`config.mk`:
```
export PLATFORM = sky130hd
export DESIGN_NAME = cons_ctrl
export DESIGN_NICKNAME = d
export VERILOG_FILES = /design/src/hw/rtl/cons_pkg.sv /design/src/hw/rtl/cons_addr.sv /design/src/hw/rtl/cons_ctrl.sv
export SDC_FILE = /design/constraint.sdc
export NUM_CORES = 1
export LEC_CHECK = 0
export BUFFER_PORTS_ARGS = -buffer_cell sky130_fd_sc_hd__buf_4
export CAP_MARGIN = 40
export CORE_MARGIN = 2
export CORE_UTILIZATION = 40
export CTS_CLUSTER_DIAMETER = 200
export DETAILED_ROUTE_END_ITERATION = 8
export SLEW_MARGIN = 20
export SYNTH_ARGS = -nofsm -noshare
export SYNTH_HDL_FRONTEND = slang
export SYNTH_SLANG_ARGS = --single-unit
```
`constraint.sdc`:
```
create_clock -name clk_i -period 8.6 [get_ports clk_i]
set_input_delay 0.86 -clock clk_i [delete_from_list [all_inputs] [get_ports clk_i]]
set_output_delay 0.86 -clock clk_i [all_outputs]
set_load 0.05 [all_outputs]
```
`src/hw/rtl/cons_pkg.sv`:
```
// Console package: field widths, op codes, register map and item structs.
// Used by the interfaces, the controller and the top level.
package cons_pkg;

  localparam int OP_W   = 3;
  localparam int CHAR_W = 8;
  localparam int ATTR_W = 8;
  localparam int COL_W  = 7;
  localparam int ROW_W  = 5;
  localparam int CELL_W = 16;

  localparam logic [OP_W-1:0] OP_PUT       = 3'd0;
  localparam logic [OP_W-1:0] OP_BACKSPACE = 3'd1;
  localparam logic [OP_W-1:0] OP_NEWLINE   = 3'd2;
  localparam logic [OP_W-1:0] OP_WRITE_AT  = 3'd3;
  localparam logic [OP_W-1:0] OP_READ      = 3'd4;

  localparam logic [CHAR_W-1:0] NEWLINE_CODE = 8'd10;
  localparam logic [CHAR_W-1:0] SPACE_CODE   = 8'd32;

  // Register map: one 32-bit register per word
  localparam int              PADDR_W          = 3;
  localparam logic            REG_DEFAULT_ATTR = 1'b0;
  localparam logic [ATTR_W-1:0] ATTR_RESET     = 8'd15;

  typedef struct packed {
    logic [OP_W-1:0]   op;
    logic [CHAR_W-1:0] char_code;
    logic [COL_W-1:0]  col;
    logic [ROW_W-1:0]  row;
    logic [ATTR_W-1:0] color;
  } cons_item_t;

  typedef struct packed {
    logic [COL_W-1:0]  cursor_col;
    logic [ROW_W-1:0]  cursor_row;
    logic [CELL_W-1:0] read_data;
    logic              scrolled;
    logic              ignored;
  } cons_res_t;

endpackage

```
`src/hw/rtl/cons_addr.sv`:
```
// Shared cell address unit: base + row * COLUMNS + col.
// Depends on cons_pkg for coordinate widths.
module cons_addr import cons_pkg::*; #(
  parameter int COLUMNS = 80,
  parameter int AW      = 11
) (
  input  logic [AW-1:0]    base_i,
  input  logic [ROW_W-1:0] row_i,
  input  logic [COL_W-1:0] col_i,
  output logic [AW-1:0]    addr_o
);

  localparam int SUM_W = ROW_W + COL_W + 1;

  logic [SUM_W-1:0] sum;

  assign sum = SUM_W'(base_i) + SUM_W'(row_i) * SUM_W'(COLUMNS) + SUM_W'(col_i);
  assign addr_o = sum[AW-1:0];

endmodule

```
`src/hw/rtl/cons_ctrl.sv`:
```
// Console sequencer: cursor state, op decode, clear and scroll sweeps.
// Depends on cons_pkg; drives the cell store through the shared cons_addr unit.
module cons_ctrl import cons_pkg::*; #(
  parameter int COLUMNS = 80,
  parameter int ROWS    = 25,
  parameter int AW      = 11
) (
  input  logic              clk_i,
  input  logic              rst_ni,
  input  logic              in_valid_i,
  output logic              in_ready_o,
  input  cons_item_t        item_i,
  input  logic [ATTR_W-1:0] attr_i,
  input  logic              out_free_i,
  output logic              done_o,
  output cons_res_t         res_o,
  output logic              mem_we_o,
  output logic [AW-1:0]     mem_waddr_o,
  output logic [CELL_W-1:0] mem_wdata_o,
  output logic [AW-1:0]     mem_raddr_o,
  input  logic [CELL_W-1:0] mem_rdata_i
);

  localparam int CELLS = COLUMNS * ROWS;

  typedef enum logic [6:0] {
    S_CLEAR  = 7'b0000001,
    S_IDLE   = 7'b0000010,
    S_EXEC   = 7'b0000100,
    S_READ   = 7'b0001000,
    S_SCROLL = 7'b0010000,
    S_FILL   = 7'b0100000,
    S_DONE   = 7'b1000000
  } state_e;

  state_e            state_q, state_d;
  logic [AW-1:0]     idx_q, idx_d;
  logic [AW-1:0]     waddr_q, waddr_d;
  logic              pend_q, pend_d;
  cons_item_t        item_q, item_d;
  logic [COL_W-1:0]  cur_col_q, cur_col_d;
  logic [ROW_W-1:0]  cur_row_q, cur_row_d;
  logic [CELL_W-1:0] rdata_q, rdata_d;
  logic              scrolled_q, scrolled_d;
  logic              ignored_q, ignored_d;

  logic              is_nl;
  logic              at_last_row;
  logic [COL_W:0]    col_inc;
  logic              wrap;
  logic              in_range;
  logic [COL_W-1:0]  bs_col;
  logic [ROW_W-1:0]  bs_row;
  logic [AW-1:0]     a_base;
  logic [ROW_W-1:0]  a_row;
  logic [COL_W-1:0]  a_col;
  logic [AW-1:0]     addr;
  logic [CELL_W-1:0] blank;

  assign blank       = {attr_i, SPACE_CODE};
  assign is_nl       = (item_q.op == OP_NEWLINE) ||
                       ((item_q.op == OP_PUT) && (item_q.char_code == NEWLINE_CODE));
  assign at_last_row = (cur_row_q == ROW_W'(ROWS - 1));
  assign col_inc     = {1'b0, cur_col_q} + 1'b1;
  assign wrap        = (col_inc == (COL_W + 1)'(COLUMNS));
  assign in_range    = ({1'b0, item_q.col} < (COL_W + 1)'(COLUMNS)) &&
                       ({1'b0, item_q.row} < (ROW_W + 1)'(ROWS));

  // Backspace target: step left, or up to the end of the previous line; stays at the top left
  always_comb begin
    bs_col = cur_col_q;
    bs_row = cur_row_q;
    if (cur_col_q != '0) begin
      bs_col = cur_col_q - 1'b1;
    end else if (cur_row_q != '0) begin
      bs_row = cur_row_q - 1'b1;
      bs_col = COL_W'(COLUMNS - 1);
    end
  end

  // Operand select for the shared address unit
  always_comb begin
    a_base = '0;
    a_row  = cur_row_q;
    a_col  = cur_col_q;
    if (state_q == S_SCROLL) begin
      a_base = idx_q;
      a_row  = ROW_W'(1);
      a_col  = '0;
    end else if (state_q == S_FILL) begin
      a_base = idx_q;
      a_row  = '0;
      a_col  = '0;
    end else if (item_q.op == OP_BACKSPACE) begin
      a_row = bs_row;
      a_col = bs_col;
    end else if ((item_q.op == OP_WRITE_AT) || (item_q.op == OP_READ)) begin
      a_row = item_q.row;
      a_col = item_q.col;
    end
  end

  cons_addr #(
    .COLUMNS (COLUMNS),
    .AW      (AW)
  ) u_addr (
    .base_i (a_base),
    .row_i  (a_row),
    .col_i  (a_col),
    .addr_o (addr)
  );

  // Store port drive
  always_comb begin
    mem_we_o    = 1'b0;
    mem_waddr_o = addr;
    mem_wdata_o = blank;
    mem_raddr_o = addr;
    unique case (state_q)
      S_CLEAR: begin
        mem_we_o    = 1'b1;
        mem_waddr_o = idx_q;
        mem_wdata_o = '0;
      end
      S_EXEC: begin
        case (item_q.op)
          OP_PUT: begin
            mem_we_o    = !is_nl;
            mem_wdata_o = {attr_i, item_q.char_code};
          end
          OP_BACKSPACE: begin
            mem_we_o = 1'b1;
          end
          OP_WRITE_AT: begin
            mem_we_o    = in_range;
            mem_wdata_o = {item_q.color, item_q.char_code};
          end
          default: begin
            mem_we_o = 1'b0;
          end
        endcase
      end
      S_SCROLL: begin
        mem_we_o    = pend_q;
        mem_waddr_o = waddr_q;
        mem_wdata_o = mem_rdata_i;
      end
      S_FILL: begin
        mem_we_o = 1'b1;
        if (pend_q) begin
          mem_waddr_o = waddr_q;
          mem_wdata_o = mem_rdata_i;
        end
      end
      default: begin
        mem_we_o = 1'b0;
      end
    endcase
  end

  always_comb begin
    state_d    = state_q;
    idx_d      = idx_q;
    waddr_d    = waddr_q;
    pend_d     = pend_q;
    item_d     = item_q;
    cur_col_d  = cur_col_q;
    cur_row_d  = cur_row_q;
    rdata_d    = rdata_q;
    scrolled_d = scrolled_q;
    ignored_d  = ignored_q;
    unique case (state_q)
      S_CLEAR: begin
        if (idx_q == AW'(CELLS - 1)) begin
          idx_d   = '0;
          state_d = S_IDLE;
        end else begin
          idx_d = idx_q + 1'b1;
        end
      end
      S_IDLE: begin
        if (in_valid_i) begin
          item_d     = item_i;
          rdata_d    = '0;
          scrolled_d = 1'b0;
          ignored_d  = 1'b0;
          state_d    = S_EXEC;
        end
      end
      S_EXEC: begin
        state_d = S_DONE;
        case (item_q.op) inside
          OP_PUT, OP_NEWLINE: begin
            if (is_nl || wrap) begin
              cur_col_d = '0;
              if (at_last_row) begin
                // Scroll: copy rows up, then blank the last row
                scrolled_d = 1'b1;
                idx_d      = '0;
                pend_d     = 1'b0;
                state_d    = S_SCROLL;
              end else begin
                cur_row_d = cur_row_q + 1'b1;
              end
            end else begin
              cur_col_d = col_inc[COL_W-1:0];
            end
          end
          OP_BACKSPACE: begin
            cur_col_d = bs_col;
            cur_row_d = bs_row;
          end
          OP_WRITE_AT: begin
            ignored_d = !in_range;
          end
          OP_READ: begin
            ignored_d = !in_range;
            if (in_range) begin
              state_d = S_READ;
            end
          end
          default: begin
            state_d = S_DONE;
          end
        endcase
      end
      S_READ: begin
        rdata_d = mem_rdata_i;
        state_d = S_DONE;
      end
      S_SCROLL: begin
        // Read one row below, write back on the next cycle
        pend_d  = 1'b1;
        waddr_d = idx_q;
        idx_d   = idx_q + 1'b1;
        if (idx_q == AW'(CELLS - COLUMNS - 1)) begin
          state_d = S_FILL;
        end
      end
      S_FILL: begin
        if (pend_q) begin
          pend_d = 1'b0;
        end else if (idx_q == AW'(CELLS - 1)) begin
          state_d = S_DONE;
        end else begin
          idx_d = idx_q + 1'b1;
        end
      end
      S_DONE: begin
        if (out_free_i) begin
          state_d = S_IDLE;
        end
      end
      default: begin
        state_d = S_IDLE;
      end
    endcase
  end

  always_ff @(posedge clk_i or negedge rst_ni) begin
    if (!rst_ni) begin
      state_q   <= S_CLEAR;
      idx_q     <= '0;
      pend_q    <= 1'b0;
      cur_col_q <= '0;
      cur_row_q <= '0;
    end else begin
      state_q   <= state_d;
      idx_q     <= idx_d;
      pend_q    <= pend_d;
      cur_col_q <= cur_col_d;
      cur_row_q <= cur_row_d;
    end
  end

  always_ff @(posedge clk_i) begin
    waddr_q    <= waddr_d;
    item_q     <= item_d;
    rdata_q    <= rdata_d;
    scrolled_q <= scrolled_d;
    ignored_q  <= ignored_d;
  end

  assign in_ready_o = (state_q == S_IDLE);
  assign done_o     = (state_q == S_DONE) && out_free_i;

  assign res_o.cursor_col = cur_col_q;
  assign res_o.cursor_row = cur_row_q;
  assign res_o.read_data  = rdata_q;
  assign res_o.scrolled   = scrolled_q;
  assign res_o.ignored    = ignored_q;

  a_accept_exec: assert property (@(posedge clk_i) disable iff (!rst_ni)
    (in_valid_i && in_ready_o) |=> (state_q == S_EXEC))
    else $error("accepted item did not start execution");

  a_idle_no_write: assert property (@(posedge clk_i) disable iff (!rst_ni)
    ((state_q == S_IDLE) || (state_q == S_DONE) || (state_q == S_READ)) |-> !mem_we_o)
    else $error("store written outside an active step");

  a_cursor_range: assert property (@(posedge clk_i) disable iff (!rst_ni)
    ({1'b0, cur_col_q} < (COL_W + 1)'(COLUMNS)) && ({1'b0, cur_row_q} < (ROW_W + 1)'(ROWS)))
    else $error("cursor left the screen");

  a_scroll_last_row: assert property (@(posedge clk_i) disable iff (!rst_ni)
    ((state_q == S_SCROLL) || (state_q == S_FILL)) |-> (at_last_row && scrolled_q))
    else $error("scroll sweep without cursor on last row");

  a_done_once: assert property (@(posedge clk_i) disable iff (!rst_ni)
    done_o |=> !done_o)
    else $error("result issued twice for one item");

endmodule

```
* After elaboration in Yosys (flattened, before gate mapping)
Cells that the tools add are included.
Operators by class: bitwise gates (word level) 0, $mul 1, shift-type cells 0, add/subtract/negate cells 7, equality and inequality tests 31, reductions and logical operators 27, div/mod/pow operators 0, muxes and demuxes 65, order comparisons 2
Operators by type and width (count):
- $mux 7 | 22
- $mux 11 | 9
- $pmux 16 s2 | 2
- $pmux 16 s4 | 1
- $mux 5 | 10
- $pmux 7 s7 | 1
- $pmux 11 s4 | 1
- $pmux 11 s3 | 1
- $mux 16 | 2
- $ne 2x2->1 const B | 12
- $eq 11x11->1 const B | 2
- $reduce_and 6->1 | 2
- $add 11x1->11 const B | 1
- $add 11x11->11 | 1
- $add 11x7->11 | 1
- $mux 1 | 11
- $reduce_and 5->1 | 2
- $pmux 1 s3 | 3
- $add 7x1->8 const B | 1
- $eq 8x4->1 const B | 1
- $eq 8x7->1 const B | 1
- $reduce_and 4->1 | 2
- $eq 7x1->1 const B | 1
- $eq 7x2->1 const B | 1
- other kinds (29) | 42
Word-level totals: logic and storage cells 147, register bits 91, bits in latches 0, memories kept 0, bits of input ports 59, output and inout bits 71, ROM bits 0, memory bits (writable) 0

* Longest topological paths before layout
depth after elaboration 11, depth in mapped cells 21, depth with buffers taken out 20

* Modules after synthesis
Synthesis repeated with hierarchy kept, for this count alone.
Second synthesis, totals: cell total of the unflattened synthesis 611, area total of the unflattened synthesis 6063.3 µm²
Modules (own cells, without submodules):
- cons_ctrl | seq. area each 2578.7 µm², cells each 525, instances 1, area each 5317.6 µm²
- cons_addr | seq. area each 0.0 µm², cells each 86, instances 1, area each 745.7 µm²

* Least setup slack after synthesis
No wires, ideal clock.
kind register to output, start point register cur_col_q[0], end point output port mem_waddr_o[9], data required time 7.740 ns, arrival 5.247 ns, cell stages (with the launch flop) 21, buffers on the path 1, slack 2.493 ns, cells stage by stage dfrtp_1 -> inv_1 -> ha_1 -> nor2b_1 -> and2_1 -> clkbuf_1 -> nand2_1 -> o21ai_0 -> o21ai_0 -> xor2_1 -> ha_1 -> inv_1 -> fa_1 -> inv_1 -> ha_1 -> ha_1 -> or3_1 -> o21ai_0 -> a21oi_1 -> xnor2_1 -> o21ai_0
Between the ends: cells in the longest elaborated chain, start to end 10, elaborated cells on any way between the ends 17, classes of those cells add/sub (3); mul (1); mux (12); reduce/logical (1)
Ends and longest elaborated chain:
- from (decl) | line cons_ctrl.sv:41 | logic [COL_W-1:0] cur_col_q, cur_col_d;
- from (signal assigned) | line cons_ctrl.sv:271 | cur_col_q <= cur_col_d;
- $reduce_bool 7->1 | line cons_ctrl.sv:73 | if (cur_col_q != '0) begin
- $mux 5 | line cons_ctrl.sv:73
- $mux 5 | line cons_ctrl.sv:94 | end else if (item_q.op == OP_BACKSPACE) begin
- $mux 5 | line cons_ctrl.sv:90 | end else if (state_q == S_FILL) begin
- $mux 5 | line cons_ctrl.sv:86 | if (state_q == S_SCROLL) begin
- $mul 5x3->7 | line cons_addr.sv:17 | assign sum = SUM_W'(base_i) + SUM_W'(row_i) * SUM_W'(COLUMNS) + SUM_W'(col_i);
- $add 11x11->11 | line cons_addr.sv:17
- $add 11x7->11 * | line cons_addr.sv:17
- $mux 11 | line cons_ctrl.sv:150 | if (pend_q) begin
- $pmux 11 s3 * | line cons_ctrl.sv:119 | unique case (state_q)
- to (decl) | line cons_ctrl.sv:18 | output logic [AW-1:0] mem_waddr_o,
Mark *: on every way between the ends. The rest lies on a longest branch, timed or not.

* Final worst setup path
start point register cur_col_q[3], end point output port mem_waddr_o[9]
Same word-level chain as after synthesis.

==> flow_metrics.tcl <==
set metrics [dict create \
    status "finished clean" \
    grt_setup_unrepaired "no" \
    netlist_area_sq_mm 0.00587 \
    setup_slack_ns 2.65 \
    finalSetupViolCount 0 \
    drc 0 \
    synth_cells 604 \
    drive_above_1_share_pct 24.1 \
    antenna_found_initial 0 \
    post_cts_buffers 0 \
    leakage_nw 3.18 \
    yosys.cell_types.count 69 \
    ys_ff_latch 91 \
    cts_tree "yes" \
    ctsHoldBuffers 0 \
    synth.most_common_cell "edfxtp_1" \
    die_x_um 125 \
    p_switching_w 0.00150 \
    die_area_sq_mm 0.0157 \
    first_global_vias 5093 \
    via_count 5136 \
    cts.reportedPaths.clkPinSlew_ns 0.07 \
    chipHeight_um 125 \
    relSlewSlack_pct 43.9 \
    final_max_slew_viol_count 0 \
    synth_top_area_share_pct 30.7 \
    fmax_mhz 168 \
    slowest_stage "dfrtp_1" \
    worst_setup_path_end_kind "output port" \
    switching_share_pct 52.5 \
    synthFlopType "edfxtp_1" \
    synth_area_leaders "edfxtp_1 31%, dfrtp_1 13%, ha_1 6.2%" \
    clk_latency_ns 0.36 \
    port-buffer-count 129 \
    diodes 0 \
    synthToLayoutAreaGrowth_pct 24.5 \
    cap_violations 0 \
    p_comb_share_pct 61.8 \
    critical_path_class "reg2out" \
    crit_top_cell "ha_1" \
    p_int_w 0.00136 \
    synth_top_area_cell "edfxtp_1" \
    cpLargestDelayFamily "simple AND/OR/NAND/NOR gates" \
    report.final.hold_viol_count 0 \
    synth_warnings 0 \
    min_period_ns 5.95 \
    cp_num_buf_inv 3 \
    critical_path.max_fanout 14 \
    path_cells "nor4_2 -> nand2_1 -> nor4_1 -> mux2i_1 -> a211o_1 -> xor2_1 -> ha_1 -> inv_1 -> fa_1 -> inv_1 -> ha_1 -> ha_1 -> or3_1 -> o21ai_0 -> a21oi_1 -> xnor2_1 -> o21ai_0 -> buf_4" \
    start_util_pct 40.7 \
    slowest_delay_ns 0.54 \
    ioPinCount 130 \
    cts.repair.resized 0 \
    async_reset_ff_share_pct 34.1 \
    pre_cts_ws_ns 3.02 \
    cts_sinks 91 \
    avgViaCountPerCell 5.66 \
    grt.total_usage_pct 21.8 \
    arrival_ns 5.09 \
    synth_edf_count 60 \
    clockBufferDepth 2 \
    timing.final.crit_share_pct 69.2 \
    netlist_top_cells_count "60 x edfxtp_1, 52 x o21ai_0, 47 x inv_1, 34 x nor2_1, 31 x nand2_1" \
    min_path_type "in2async" \
    avgSynthCellArea_sq_um 9.72 \
    routedWlPerCell_um 18.8 \
    fin_skew_ns 0.00685 \
    grt_start_max_net_pins 33 \
    numCtsBuffers 9 \
    power_density_mw_per_mm2 391 \
    cp-start-kind "register" \
    htreeDepth 3 \
    worst_pin_slew_ns 0.836 \
    gp_congestion 0.951 \
    wl_um 17000 \
    peakVddDrop_mv 0.353 \
    core_sq_mm 0.0144 \
    syn_nets 696 \
    ys_seq_area_share_pct 43.9 \
    num_rows 44 \
    drtAntennaViolNets 0 \
    seqPwrFrac_pct 23.8 \
    cp.required_ns 7.74 \
    grt_pass1_wl_um 27200 \
    clkPwrFrac_pct 14.4 \
    dr.pass1.iters 6 \
    root_buffer "clkbuf_16" \
    dp_hpwl_um 12800 \
    drtIter0Drc 418 \
    overflow 0 \
    fin_tns_setup_ns 0 \
    nets 811 \
]
placed cells by master, fill, tap and decap left out, types with 21 or more instances in the layout:
master    synthesis  final
nand3_1          21     21
edfxtp_1         60     60
and2_1           26     26
dfrtp_1          30     30
nand2_1          31     31
a21oi_1          28     27
inv_1            47     47
buf_4             2    136
nor2_1           34     34
ha_1             29     29
o21ai_0          52     52
metrics by stage:
step	hold slack (ns)	util, %	cells	area, sq um	power (W)
CTS	0.460	50.6	906	7300	0.00287
finish	0.437	50.7	907	7310	0.00286
global placement	0.564	48.3	887	6970	0.00243
floorplan	0.493	-	604	5870	0.00194
global route	0.476	50.7	907	7310	0.00303
detailed placement	0.565	48.5	891	7000	0.00245
metal layers:
metal  track usage (%)  wire length [um]  vias up
met2              35.2              8170      158
li1                  -                 -     2468
met3              3.47               844       22
met5                 0                 0        -
met4              7.84               319        0
met1              29.7              7680     2488
flip-flops by register name, summed over array words and instances, names as in the netlist, 5 cells and up:
register and flops:
item_q 31, rdata_q 16, idx_q 11, waddr_q 11, cur_col_q 7, state_q 7
cur_row_q 5
kinds of logic after synthesis:
family	count (synthesis)	synth area share [%]
AO/OA/AOI/OAI	180	21.1
adder cells (fa/ha/maj)	33	7.54
multiplexers	5	0.852
AND/OR/NAND/NOR	197	18.5
flip-flops	91	43.9
buffers and inverters	81	5.50
XOR/XNOR	17	2.54
worst register-to-register path, cell delays in order, from the launching register on:
cell and delay [ns]:
dfrtp_1 0.44, nor3_1 0.39, nand4b_1 0.62, a21oi_2 0.50, a2111o_1 0.43, or2_1 0.39
o21ai_0 0.17
path summary, 6_finish.rpt:
path | slack, ns | endpoint | startpoint | depth (start not counted)
setup / recovery | 2.65 | mem_waddr_o[9] | cur_col_q[3]$_DFFE_PN0P_ | 18
hold / removal | 0.44 | cur_row_q[4]$_DFFE_PN0P_ | rst_ni | 1
setup reg to reg | 5.53 | idx_q[3]$_DFFE_PN0P_ | state_q[6]$_DFFE_PN0P_ | 6
hold reg to reg | 0.60 | waddr_q[10]$_DFFE_PP_ | idx_q[10]$_DFFE_PN0P_ | 0
max in group asynchronous | 7.81 | state_q[0]$_DFFE_PN1P_ | rst_ni | 1
min in group clk_i | 0.60 | waddr_q[10]$_DFFE_PP_ | idx_q[10]$_DFFE_PN0P_ | 0
power groups by stage:
stage / Sequential [W] / Clock, W / Combinational [W]
after global routing: 0.000696 / 0.000437 / 0.00189
final: 0.000681 / 0.000411 / 0.00176
after CTS: 0.000678 / 0.000422 / 0.00177
after floorplan: 0.000751 / 0 / 0.00119
after global placement: 0.000681 / 0 / 0.00175
after detailed placement: 0.000687 / 0 / 0.00176
layout make-up:
cell class                      instances  area [sq um]
Fill cell                            1354          7110
Multi-Input combinational cell        432          2990
Sequential cell                        91          2580
Timing Repair Buffer                  138          1030
Tap cell                              184           230
Clock buffer                            9           225
Inverter                               47           176
Clock inverter                          6          78.8
(Power assumes the default switching activity.)
